==> src/hw/rtl/lso_pkg.sv <==
// Shared types, constants and codes of the lidar sector obstacle steering block.
package lso_pkg;

  localparam int SamplesPerScan = 360;
  localparam int IdxW = 9;
  localparam int CntW = 9;
  localparam int SumW = 25;
  localparam int RangeW = 16;
  localparam int WidthW = 7;
  localparam int CfgW = 16;
  localparam int BndW = 11;
  localparam int QueueDepth = 2;
  localparam int QPtrW = 1;
  localparam int QCntW = 2;
  localparam int StepW = 5;

  localparam logic [IdxW-1:0] IdxMax = '1;
  localparam logic [CntW-1:0] CntMax = '1;
  localparam logic [StepW-1:0] LastStep = StepW'(SumW - 1);

  localparam logic CFG_SECTOR_WIDTH = 1'b0;
  localparam logic CFG_OBSTACLE_MM = 1'b1;

  localparam logic [1:0] STEER_STRAIGHT = 2'd0;
  localparam logic [1:0] STEER_TURN = 2'd1;
  localparam logic [1:0] STEER_LEFT = 2'd2;
  localparam logic [1:0] STEER_RIGHT = 2'd3;

  localparam logic [WidthW-1:0] SectorWidthRst = WidthW'(30);
  localparam logic [RangeW-1:0] ObstacleMmRst = RangeW'(300);

  typedef struct packed {
    logic [SumW-1:0] sum_front;
    logic [SumW-1:0] sum_right;
    logic [SumW-1:0] sum_left;
    logic [CntW-1:0] count_front;
    logic [CntW-1:0] count_right;
    logic [CntW-1:0] count_left;
  } scan_t;

  typedef struct packed {
    logic full;
    logic empty;
  } q_status_t;

endpackage

==> src/hw/rtl/lso_front.sv <==
// Front part: tracks the angle index and accumulates sector sums and counts.
module lso_front (
  input  logic                          clk_i,
  input  logic                          rst_ni,
  input  logic                          in_valid_i,
  output logic                          in_stall_o,
  input  logic [lso_pkg::RangeW-1:0]    range_mm_i,
  input  logic                          range_finite_i,
  input  logic                          last_of_scan_i,
  input  logic [lso_pkg::WidthW-1:0]    sector_width_i,
  input  lso_pkg::q_status_t            q_status_i,
  output logic                          push_o,
  output lso_pkg::scan_t                push_data_o
);
  import lso_pkg::*;

  logic [IdxW-1:0] idx_q, idx_d;
  scan_t acc_q, acc_d, acc_new;
  logic accept;
  logic signed [BndW-1:0] i_s, w_s, n_s, w3_s;
  logic in_front, in_right, in_left;

  assign in_stall_o = q_status_i.full;
  assign accept = in_valid_i & ~q_status_i.full;

  assign i_s = signed'(BndW'(idx_q));
  assign w_s = signed'(BndW'(sector_width_i));
  assign n_s = signed'(BndW'(SamplesPerScan));
  assign w3_s = (w_s <<< 1) + w_s;

  assign in_front = (i_s <= w_s) || (i_s >= n_s - w_s);
  assign in_right = (n_s - w3_s <= i_s) && (i_s <= n_s - w_s);
  assign in_left = (w_s < i_s) && (i_s <= w3_s);

  always_comb begin
    acc_new = acc_q;
    if (range_finite_i) begin
      if (in_front && acc_q.count_front != CntMax) begin
        acc_new.sum_front = acc_q.sum_front + SumW'(range_mm_i);
        acc_new.count_front = acc_q.count_front + 1'b1;
      end
      if (in_right && acc_q.count_right != CntMax) begin
        acc_new.sum_right = acc_q.sum_right + SumW'(range_mm_i);
        acc_new.count_right = acc_q.count_right + 1'b1;
      end
      if (in_left && acc_q.count_left != CntMax) begin
        acc_new.sum_left = acc_q.sum_left + SumW'(range_mm_i);
        acc_new.count_left = acc_q.count_left + 1'b1;
      end
    end
  end

  always_comb begin
    idx_d = idx_q;
    acc_d = acc_q;
    if (accept) begin
      if (last_of_scan_i) begin
        idx_d = '0;
        acc_d = '0;
      end else begin
        acc_d = acc_new;
        if (idx_q != IdxMax) begin
          idx_d = idx_q + 1'b1;
        end
      end
    end
  end

  assign push_o = accept & last_of_scan_i;
  assign push_data_o = acc_new;

  always_ff @(posedge clk_i or negedge rst_ni) begin
    if (!rst_ni) begin
      idx_q <= '0;
      acc_q <= '0;
    end else begin
      idx_q <= idx_d;
      acc_q <= acc_d;
    end
  end

endmodule

==> src/hw/rtl/lso_queue.sv <==
// Two-entry queue of finished scan totals between the front and back parts.
module lso_queue (
  input  logic               clk_i,
  input  logic               rst_ni,
  input  logic               push_i,
  input  lso_pkg::scan_t     push_data_i,
  input  logic               pop_i,
  output lso_pkg::scan_t     pop_data_o,
  output lso_pkg::q_status_t status_o
);
  import lso_pkg::*;

  scan_t mem_q [QueueDepth];
  logic [QPtrW-1:0] wr_ptr_q, rd_ptr_q;
  logic [QCntW-1:0] cnt_q;

  assign status_o.full = (cnt_q == QCntW'(QueueDepth));
  assign status_o.empty = (cnt_q == '0);
  assign pop_data_o = mem_q[rd_ptr_q];

  always_ff @(posedge clk_i) begin
    if (push_i) begin
      mem_q[wr_ptr_q] <= push_data_i;
    end
  end

  always_ff @(posedge clk_i or negedge rst_ni) begin
    if (!rst_ni) begin
      wr_ptr_q <= '0;
      rd_ptr_q <= '0;
      cnt_q <= '0;
    end else begin
      if (push_i) begin
        wr_ptr_q <= wr_ptr_q + 1'b1;
      end
      if (pop_i) begin
        rd_ptr_q <= rd_ptr_q + 1'b1;
      end
      if (push_i && !pop_i) begin
        cnt_q <= cnt_q + 1'b1;
      end else if (pop_i && !push_i) begin
        cnt_q <= cnt_q - 1'b1;
      end
    end
  end

`ifndef SYNTHESIS
  a_no_push_full: assert property (@(posedge clk_i) disable iff (!rst_ni)
    status_o.full |-> !push_i) else $error("push into full scan queue");
  a_no_pop_empty: assert property (@(posedge clk_i) disable iff (!rst_ni)
    status_o.empty |-> !pop_i) else $error("pop from empty scan queue");
  a_cnt_bound: assert property (@(posedge clk_i) disable iff (!rst_ni)
    cnt_q <= QCntW'(QueueDepth)) else $error("scan queue count out of range");
`endif

endmodule

==> src/hw/rtl/lso_back.sv <==
// Back part: divides the sector totals bit by bit and decides obstacle and steering.
module lso_back (
  input  logic                        clk_i,
  input  logic                        rst_ni,
  input  lso_pkg::q_status_t          q_status_i,
  input  lso_pkg::scan_t              pop_data_i,
  output logic                        pop_o,
  input  logic [lso_pkg::RangeW-1:0]  obstacle_mm_i,
  output logic                        out_valid_o,
  input  logic                        out_stall_i,
  output logic [lso_pkg::RangeW-1:0]  avg_front_o,
  output logic [lso_pkg::RangeW-1:0]  avg_right_o,
  output logic [lso_pkg::RangeW-1:0]  avg_left_o,
  output logic                        obstacle_o,
  output logic [1:0]                  steer_code_o
);
  import lso_pkg::*;

  localparam logic [1:0] ST_IDLE = 2'd0;
  localparam logic [1:0] ST_DIV = 2'd1;
  localparam logic [1:0] ST_DONE = 2'd2;

  logic [1:0] state_q, state_d;
  logic [StepW-1:0] step_q;
  logic [SumW-1:0] quo_q [3];
  logic [CntW-1:0] rem_q [3];
  logic [CntW-1:0] den_q [3];
  logic [SumW-1:0] quo_d [3];
  logic [CntW-1:0] rem_d [3];
  logic [RangeW-1:0] avg [3];
  logic [RangeW-1:0] mn, mx, mn01, mx01;
  logic obst;
  logic [1:0] steer;
  logic out_free, load_out;
  logic out_valid_q;
  logic [RangeW-1:0] avg_front_q, avg_right_q, avg_left_q;
  logic obstacle_q;
  logic [1:0] steer_q;

  always_comb begin
    for (int k = 0; k < 3; k++) begin
      logic [CntW:0] trial;
      trial = {rem_q[k], quo_q[k][SumW-1]};
      if (trial >= {1'b0, den_q[k]}) begin
        rem_d[k] = CntW'(trial - {1'b0, den_q[k]});
        quo_d[k] = {quo_q[k][SumW-2:0], 1'b1};
      end else begin
        rem_d[k] = trial[CntW-1:0];
        quo_d[k] = {quo_q[k][SumW-2:0], 1'b0};
      end
      avg[k] = (den_q[k] == '0) ? '0 : quo_q[k][RangeW-1:0];
    end
  end

  assign mn01 = (avg[0] < avg[1]) ? avg[0] : avg[1];
  assign mn = (mn01 < avg[2]) ? mn01 : avg[2];
  assign mx01 = (avg[0] > avg[1]) ? avg[0] : avg[1];
  assign mx = (mx01 > avg[2]) ? mx01 : avg[2];
  assign obst = (mn != '0) && (mn < obstacle_mm_i);

  always_comb begin
    if (!obst) begin
      steer = STEER_STRAIGHT;
    end else if (mx == avg[0]) begin
      steer = STEER_TURN;
    end else if (mx == avg[2]) begin
      steer = STEER_LEFT;
    end else begin
      steer = STEER_RIGHT;
    end
  end

  assign out_free = !out_valid_q || !out_stall_i;
  assign pop_o = (state_q == ST_IDLE) && !q_status_i.empty;
  assign load_out = (state_q == ST_DONE) && out_free;

  always_comb begin
    state_d = state_q;
    case (state_q)
      ST_IDLE: begin
        if (pop_o) begin
          state_d = ST_DIV;
        end
      end
      ST_DIV: begin
        if (step_q == LastStep) begin
          state_d = ST_DONE;
        end
      end
      ST_DONE: begin
        if (load_out) begin
          state_d = ST_IDLE;
        end
      end
      default: state_d = ST_IDLE;
    endcase
  end

  always_ff @(posedge clk_i) begin
    if (pop_o) begin
      quo_q[0] <= pop_data_i.sum_front;
      quo_q[1] <= pop_data_i.sum_right;
      quo_q[2] <= pop_data_i.sum_left;
      den_q[0] <= pop_data_i.count_front;
      den_q[1] <= pop_data_i.count_right;
      den_q[2] <= pop_data_i.count_left;
      for (int k = 0; k < 3; k++) begin
        rem_q[k] <= '0;
      end
    end else if (state_q == ST_DIV) begin
      for (int k = 0; k < 3; k++) begin
        quo_q[k] <= quo_d[k];
        rem_q[k] <= rem_d[k];
      end
    end
    if (load_out) begin
      avg_front_q <= avg[0];
      avg_right_q <= avg[1];
      avg_left_q <= avg[2];
      obstacle_q <= obst;
      steer_q <= steer;
    end
  end

  always_ff @(posedge clk_i or negedge rst_ni) begin
    if (!rst_ni) begin
      state_q <= ST_IDLE;
      step_q <= '0;
      out_valid_q <= 1'b0;
    end else begin
      state_q <= state_d;
      if (state_q == ST_DIV && step_q != LastStep) begin
        step_q <= step_q + 1'b1;
      end else begin
        step_q <= '0;
      end
      if (load_out) begin
        out_valid_q <= 1'b1;
      end else if (!out_stall_i) begin
        out_valid_q <= 1'b0;
      end
    end
  end

  assign out_valid_o = out_valid_q;
  assign avg_front_o = avg_front_q;
  assign avg_right_o = avg_right_q;
  assign avg_left_o = avg_left_q;
  assign obstacle_o = obstacle_q;
  assign steer_code_o = steer_q;

`ifndef SYNTHESIS
  a_steer_obst: assert property (@(posedge clk_i) disable iff (!rst_ni)
    load_out |=> ((steer_code_o == STEER_STRAIGHT) == !obstacle_o))
    else $error("steering code disagrees with obstacle flag");
  a_step_idle: assert property (@(posedge clk_i) disable iff (!rst_ni)
    state_q != ST_DIV |-> step_q == '0) else $error("divider step count runs outside division");
  a_quo_fits: assert property (@(posedge clk_i) disable iff (!rst_ni)
    load_out |-> (den_q[0] == '0 || quo_q[0][SumW-1:RangeW] == '0))
    else $error("front average exceeds range width");
`endif

endmodule

==> src/hw/rtl/lidar_sector_obstacle_steer.sv <==
// Top level of the lidar sector obstacle steering block with its configuration registers.
// Samples are taken one per cycle while the queue is not full; accumulation of a sample
// completes in the cycle it transfers. After the last sample of a scan, its totals enter the
// queue; the bit-serial divider (three lanes in parallel) runs, then the decision is registered.
// Up to two finished scans wait in the queue; the input stalls only while it is full.
// Reset clears the index, the accumulators and the queue, and loads width 30 and threshold 300.
module lidar_sector_obstacle_steer (
  input  logic                        clk_i,
  input  logic                        rst_ni,
  input  logic                        cfg_we_i,
  input  logic                        cfg_index_i,
  input  logic [lso_pkg::CfgW-1:0]    cfg_data_i,
  input  logic                        in_valid_i,
  output logic                        in_stall_o,
  input  logic [lso_pkg::RangeW-1:0]  range_mm_i,
  input  logic                        range_finite_i,
  input  logic                        last_of_scan_i,
  output logic                        out_valid_o,
  input  logic                        out_stall_i,
  output logic [lso_pkg::RangeW-1:0]  avg_front_o,
  output logic [lso_pkg::RangeW-1:0]  avg_right_o,
  output logic [lso_pkg::RangeW-1:0]  avg_left_o,
  output logic                        obstacle_o,
  output logic [1:0]                  steer_code_o
);
  import lso_pkg::*;

  logic [WidthW-1:0] sector_width_q;
  logic [RangeW-1:0] obstacle_mm_q;
  logic push, pop;
  scan_t push_data, pop_data;
  q_status_t q_status;

  always_ff @(posedge clk_i or negedge rst_ni) begin
    if (!rst_ni) begin
      sector_width_q <= SectorWidthRst;
      obstacle_mm_q <= ObstacleMmRst;
    end else if (cfg_we_i) begin
      case (cfg_index_i)
        CFG_SECTOR_WIDTH: sector_width_q <= cfg_data_i[WidthW-1:0];
        CFG_OBSTACLE_MM: obstacle_mm_q <= cfg_data_i[RangeW-1:0];
        default: ;
      endcase
    end
  end

  lso_front u_front (
    .clk_i          (clk_i),
    .rst_ni         (rst_ni),
    .in_valid_i     (in_valid_i),
    .in_stall_o     (in_stall_o),
    .range_mm_i     (range_mm_i),
    .range_finite_i (range_finite_i),
    .last_of_scan_i (last_of_scan_i),
    .sector_width_i (sector_width_q),
    .q_status_i     (q_status),
    .push_o         (push),
    .push_data_o    (push_data)
  );

  lso_queue u_queue (
    .clk_i       (clk_i),
    .rst_ni      (rst_ni),
    .push_i      (push),
    .push_data_i (push_data),
    .pop_i       (pop),
    .pop_data_o  (pop_data),
    .status_o    (q_status)
  );

  lso_back u_back (
    .clk_i         (clk_i),
    .rst_ni        (rst_ni),
    .q_status_i    (q_status),
    .pop_data_i    (pop_data),
    .pop_o         (pop),
    .obstacle_mm_i (obstacle_mm_q),
    .out_valid_o   (out_valid_o),
    .out_stall_i   (out_stall_i),
    .avg_front_o   (avg_front_o),
    .avg_right_o   (avg_right_o),
    .avg_left_o    (avg_left_o),
    .obstacle_o    (obstacle_o),
    .steer_code_o  (steer_code_o)
  );

endmodule
==> config.mk <==
export PLATFORM = sky130hd
export DESIGN_NAME = lidar_sector_obstacle_steer
export DESIGN_NICKNAME = d
export VERILOG_FILES = /design/src/hw/rtl/lso_pkg.sv /design/src/hw/rtl/lso_front.sv /design/src/hw/rtl/lso_queue.sv /design/src/hw/rtl/lso_back.sv /design/src/hw/rtl/lidar_sector_obstacle_steer.sv
export SDC_FILE = /design/constraint.sdc
export NUM_CORES = 1
export LEC_CHECK = 0
export BUFFER_PORTS_ARGS = -buffer_cell sky130_fd_sc_hd__clkbuf_2
export CORE_UTILIZATION = 40
export CTS_CLUSTER_DIAMETER = 150
export DETAILED_ROUTE_END_ITERATION = 12
export PLACE_DENSITY = 0.67
export SYNTH_ARGS = -nofsm -noshare
export SYNTH_HDL_FRONTEND = slang
export SYNTH_SLANG_ARGS = --single-unit
==> constraint.sdc <==
create_clock -name clk_i -period 6.8 [get_ports clk_i]
set_input_delay 0.34 -clock clk_i [delete_from_list [all_inputs] [get_ports clk_i]]
set_output_delay 0.34 -clock clk_i [all_outputs]
set_load 0.05 [all_outputs]
==> metrics.yaml <==
clock_network:
  cts_root_buffer: "clkbuf_16"
  clk_latency_ns: 0.63
  cts_tree: "yes"
  cts.reportedPaths.clkPinSlew_ns: 0.06
  numClockSinks: 530
  cts_buffers: 57
  htree_levels: 2
  cts_buffer_depth: 3
grt:
  grt_max_degree: 98
  grt_pass1_vias: 19770
  antenna_found_initial: 2
  grt_usage_pct: 18.93
  grt_pass1_wl_microns: 111100
  grt_overflow: 0
drt:
  antenna_left: 0
  viasPerCell: 5.418
  drt_iter0_markers: 1591
  vias: 20820
  drcViolationCount: 0
  drtPass1Iterations: 7
  post_drt_wl_per_cell_microns: 18.84
  totalWireLength_microns: 72390
synthesis:
  synth_top_area_cell: "edfxtp_1"
  synthTopCellsByArea: "edfxtp_1 39%, dfrtp_1 12%, ha_1 8.1%, nand2_1 4.2%, mux2i_1 4.1%"
  syn-num-nets: 2929
  synth_top_area_share_pct: 39.14
  yosys.cell_count.top_type: "edfxtp_1"
  ys_warn_count: 0
  synth_compound_area_share_pct: 12.20
  synthFlopType: "edfxtp_1"
  yosysSeqAreaShare_pct: 51.57
  synth_mux_area_share_pct: 6.523
  synth_fa_ha_area_share_pct: 8.625
  synthCells: 2691
  ys_async_sr_fraction_pct: 27.55
  synth_top_family_by_area: "simple AND/OR/NAND/NOR gates"
  avgSynthCellArea_sq_um: 10.95
  synth_area_sq_mm: 0.02946
  synth.ff_latch_count: 530
  yosys.area_share.xor_xnor_pct: 4.608
  yosys.area_share.simple_pct: 13.12
  ys_types: 83
  synthTopCellsByCount: "384 x edfxtp_1, 332 x nand2_1, 225 x o21ai_0"
  synth_edf_count: 384
worst_setup_path:
  path_depth: 29
  worstReg2RegStart: "u_back.den_q[0][9]$_DFFE_PP_"
  worstPathRequired_ns: 7.16
  critPathCaptureType: "flip-flop"
  startpoint_type: "flip-flop"
  max_stage_delay_ns: 0.60
  reg2reg_depth: 29
  slowest_stage: "or4_4"
  r2r_setup_slack_ns: 0.29
  crit_start: "u_back.den_q[0][9]$_DFFE_PP_"
  cp_top_family: "simple AND/OR/NAND/NOR gates"
  worstSetupPathType: "flip-flop to flip-flop"
  arrival_ns: 6.87
  crit_fanout: 11
  cp_num_buf_inv: 6
final_layout:
  fin_cells: 3843
  fin_util_pct: 46.14
  diodes: 0
  nets: 3073
  ff_latch_area_sq_mm: 0.01520
  nFillCells: 6618
  drive_above_1_share_pct: 14.04
  synthToLayoutAreaGrowth_pct: 14.25
  multi_input_area_sq_mm: 0.01346
min_path:
  whs_path_depth: 2
  min_path_type: "input pin to flip-flop"
  min_from: "cfg_data_i[6]"
sta:
  hold_violations: 0
  setup_ws_ns: 0.2855
  fmax_mhz: 153.5
  finalSetupTns_ns: 0
  whs_ns: 0.03281
  period_share_pct: 95.80
  tightest_slew_ns: 1.160
  skew_ns: 0.01684
  setup_viol: 0
  max_slew_margin_pct: 21.95
  slew_viol_final: 0
  fin_crit_ns: 6.514
power_and_ir_drop:
  p_leak_nw: 14.22
  power_density_mw_per_mm2: 513.5
  vdd_drop_max_mv: 0.3349
placed_design:
  dp.cells: 3711
  place_ws_ns: 0.06734
  dp_hpwl_microns: 50640
  place_congestion: 0.9549
  port_buffers: 92
die:
  core_sq_mm: 0.07296
  fp-row-count: 99
  pin_count: 93
  die_y_microns: 273.4
  start_util_pct: 40.38
  die_w_microns: 273.4
  die-area_sq_mm: 0.07475
status:
  outcome: "finished, final reports clean"
run:
  drv_cap: 0
-- state kept, by name (all words and copies together), names as in the netlist, 2 cells and up --
signal,cells
u_front.acc_q,102
u_back.avg_left_o,16
u_front.idx_q,9
u_back.state_q,2
u_back.rem_q,27
u_queue.mem_q,204
u_back.quo_q,75
sector_width_q,7
obstacle_mm_q,16
u_back.steer_code_o,2
u_back.avg_right_o,16
u_queue.cnt_q,2
u_back.den_q,27
u_back.step_q,5
u_back.avg_front_o,16
-- cell type report --
type	instances	area share, %
Inverter	144	1.606
Multi-Input combinational cell	1907	39.98
Clock inverter	28	0.9776
Timing Repair Buffer	195	3.951
Sequential cell	530	45.15
Clock buffer	80	4.765
Tap cell	959	3.565
-- stage by stage --
stage                     area [sq um]  power [W]
after CTS                        33430    0.01703
after global placement           31390    0.01364
after floorplan                  29460    0.01132
after global routing             33660    0.01855
after detailed placement         31390    0.01379
final                            33660    0.01729
-- metal layers --
metal	vias to the layer above	wire length [microns]	global-route usage, %
li1	10170	-	-
met4	4	2188	6.395
met5	-	27	0
met2	514	32600	29.85
met1	9999	34020	26.74
met3	139	3559	2.509
-- cells by family after synthesis --
family / count (synthesis)
AND/OR/NAND/NOR: 801
adder cells (fa/ha/maj): 199
buffers and inverters: 257
multiplexers: 184
XOR/XNOR: 155
AO/OA/AOI/OAI: 565
flip-flops: 530
-- report_power, final --
group | internal, W | switching [W] | total [W]
Combinational | 0.00359 | 0.00502 | 0.00861
Sequential | 0.00482 | 0.000674 | 0.00549
Clock | 0.00188 | 0.00131 | 0.00318
Total | 0.0103 | 0.00700 | 0.0173
-- placed cells by master (no fill, tap or decap), types with 13 or more instances in the layout --
cell and count:
or2_2 18, dfrtp_1 137, clkbuf_1 15, nor2_1 106, buf_4 86, nand2b_1 19
nand4_1 39, and3_1 31, edfxtp_1 384, nor3_1 46, o21a_1 13, and2_1 18
a22o_1 53, xor2_1 52, xnor2_1 103, a211oi_1 23, nor2b_1 36, clkbuf_2 91
or3_1 34, nand2_1 326, o21ai_0 217, nand3_1 56, nor4_1 22, a21oi_1 87
clkbuf_16 59, mux2_2 64, mux2i_1 120, a21o_1 35, inv_1 142, ha_1 189
-- worst paths after layout --
check                                                       end
max                        u_back.steer_code_o[0]$_SDFFCE_PN0P_
min                                obstacle_mm_q[6]$_DFFE_PN0P_
max reg2reg                u_back.steer_code_o[0]$_SDFFCE_PN0P_
min reg2reg                          u_back.step_q[0]$_DFF_PN0_
max in group asynchronous          u_front.idx_q[2]$_DFFE_PN0P_
min in group asynchronous         u_front.acc_q[57]$_DFFE_PN0P_
-- timing repair --
| action | in CTS | in global routing |
|---|---|---|
| endpoints found under the hold margin | 59 | 0 |
| endpoints found under the setup margin | 0 | 3 |
| setup buffers | 0 | 9 |
| hold buffers | 11 | 0 |
| gates resized for setup | 0 | 33 |
Note: power is estimated with default switching activity, not from simulation.
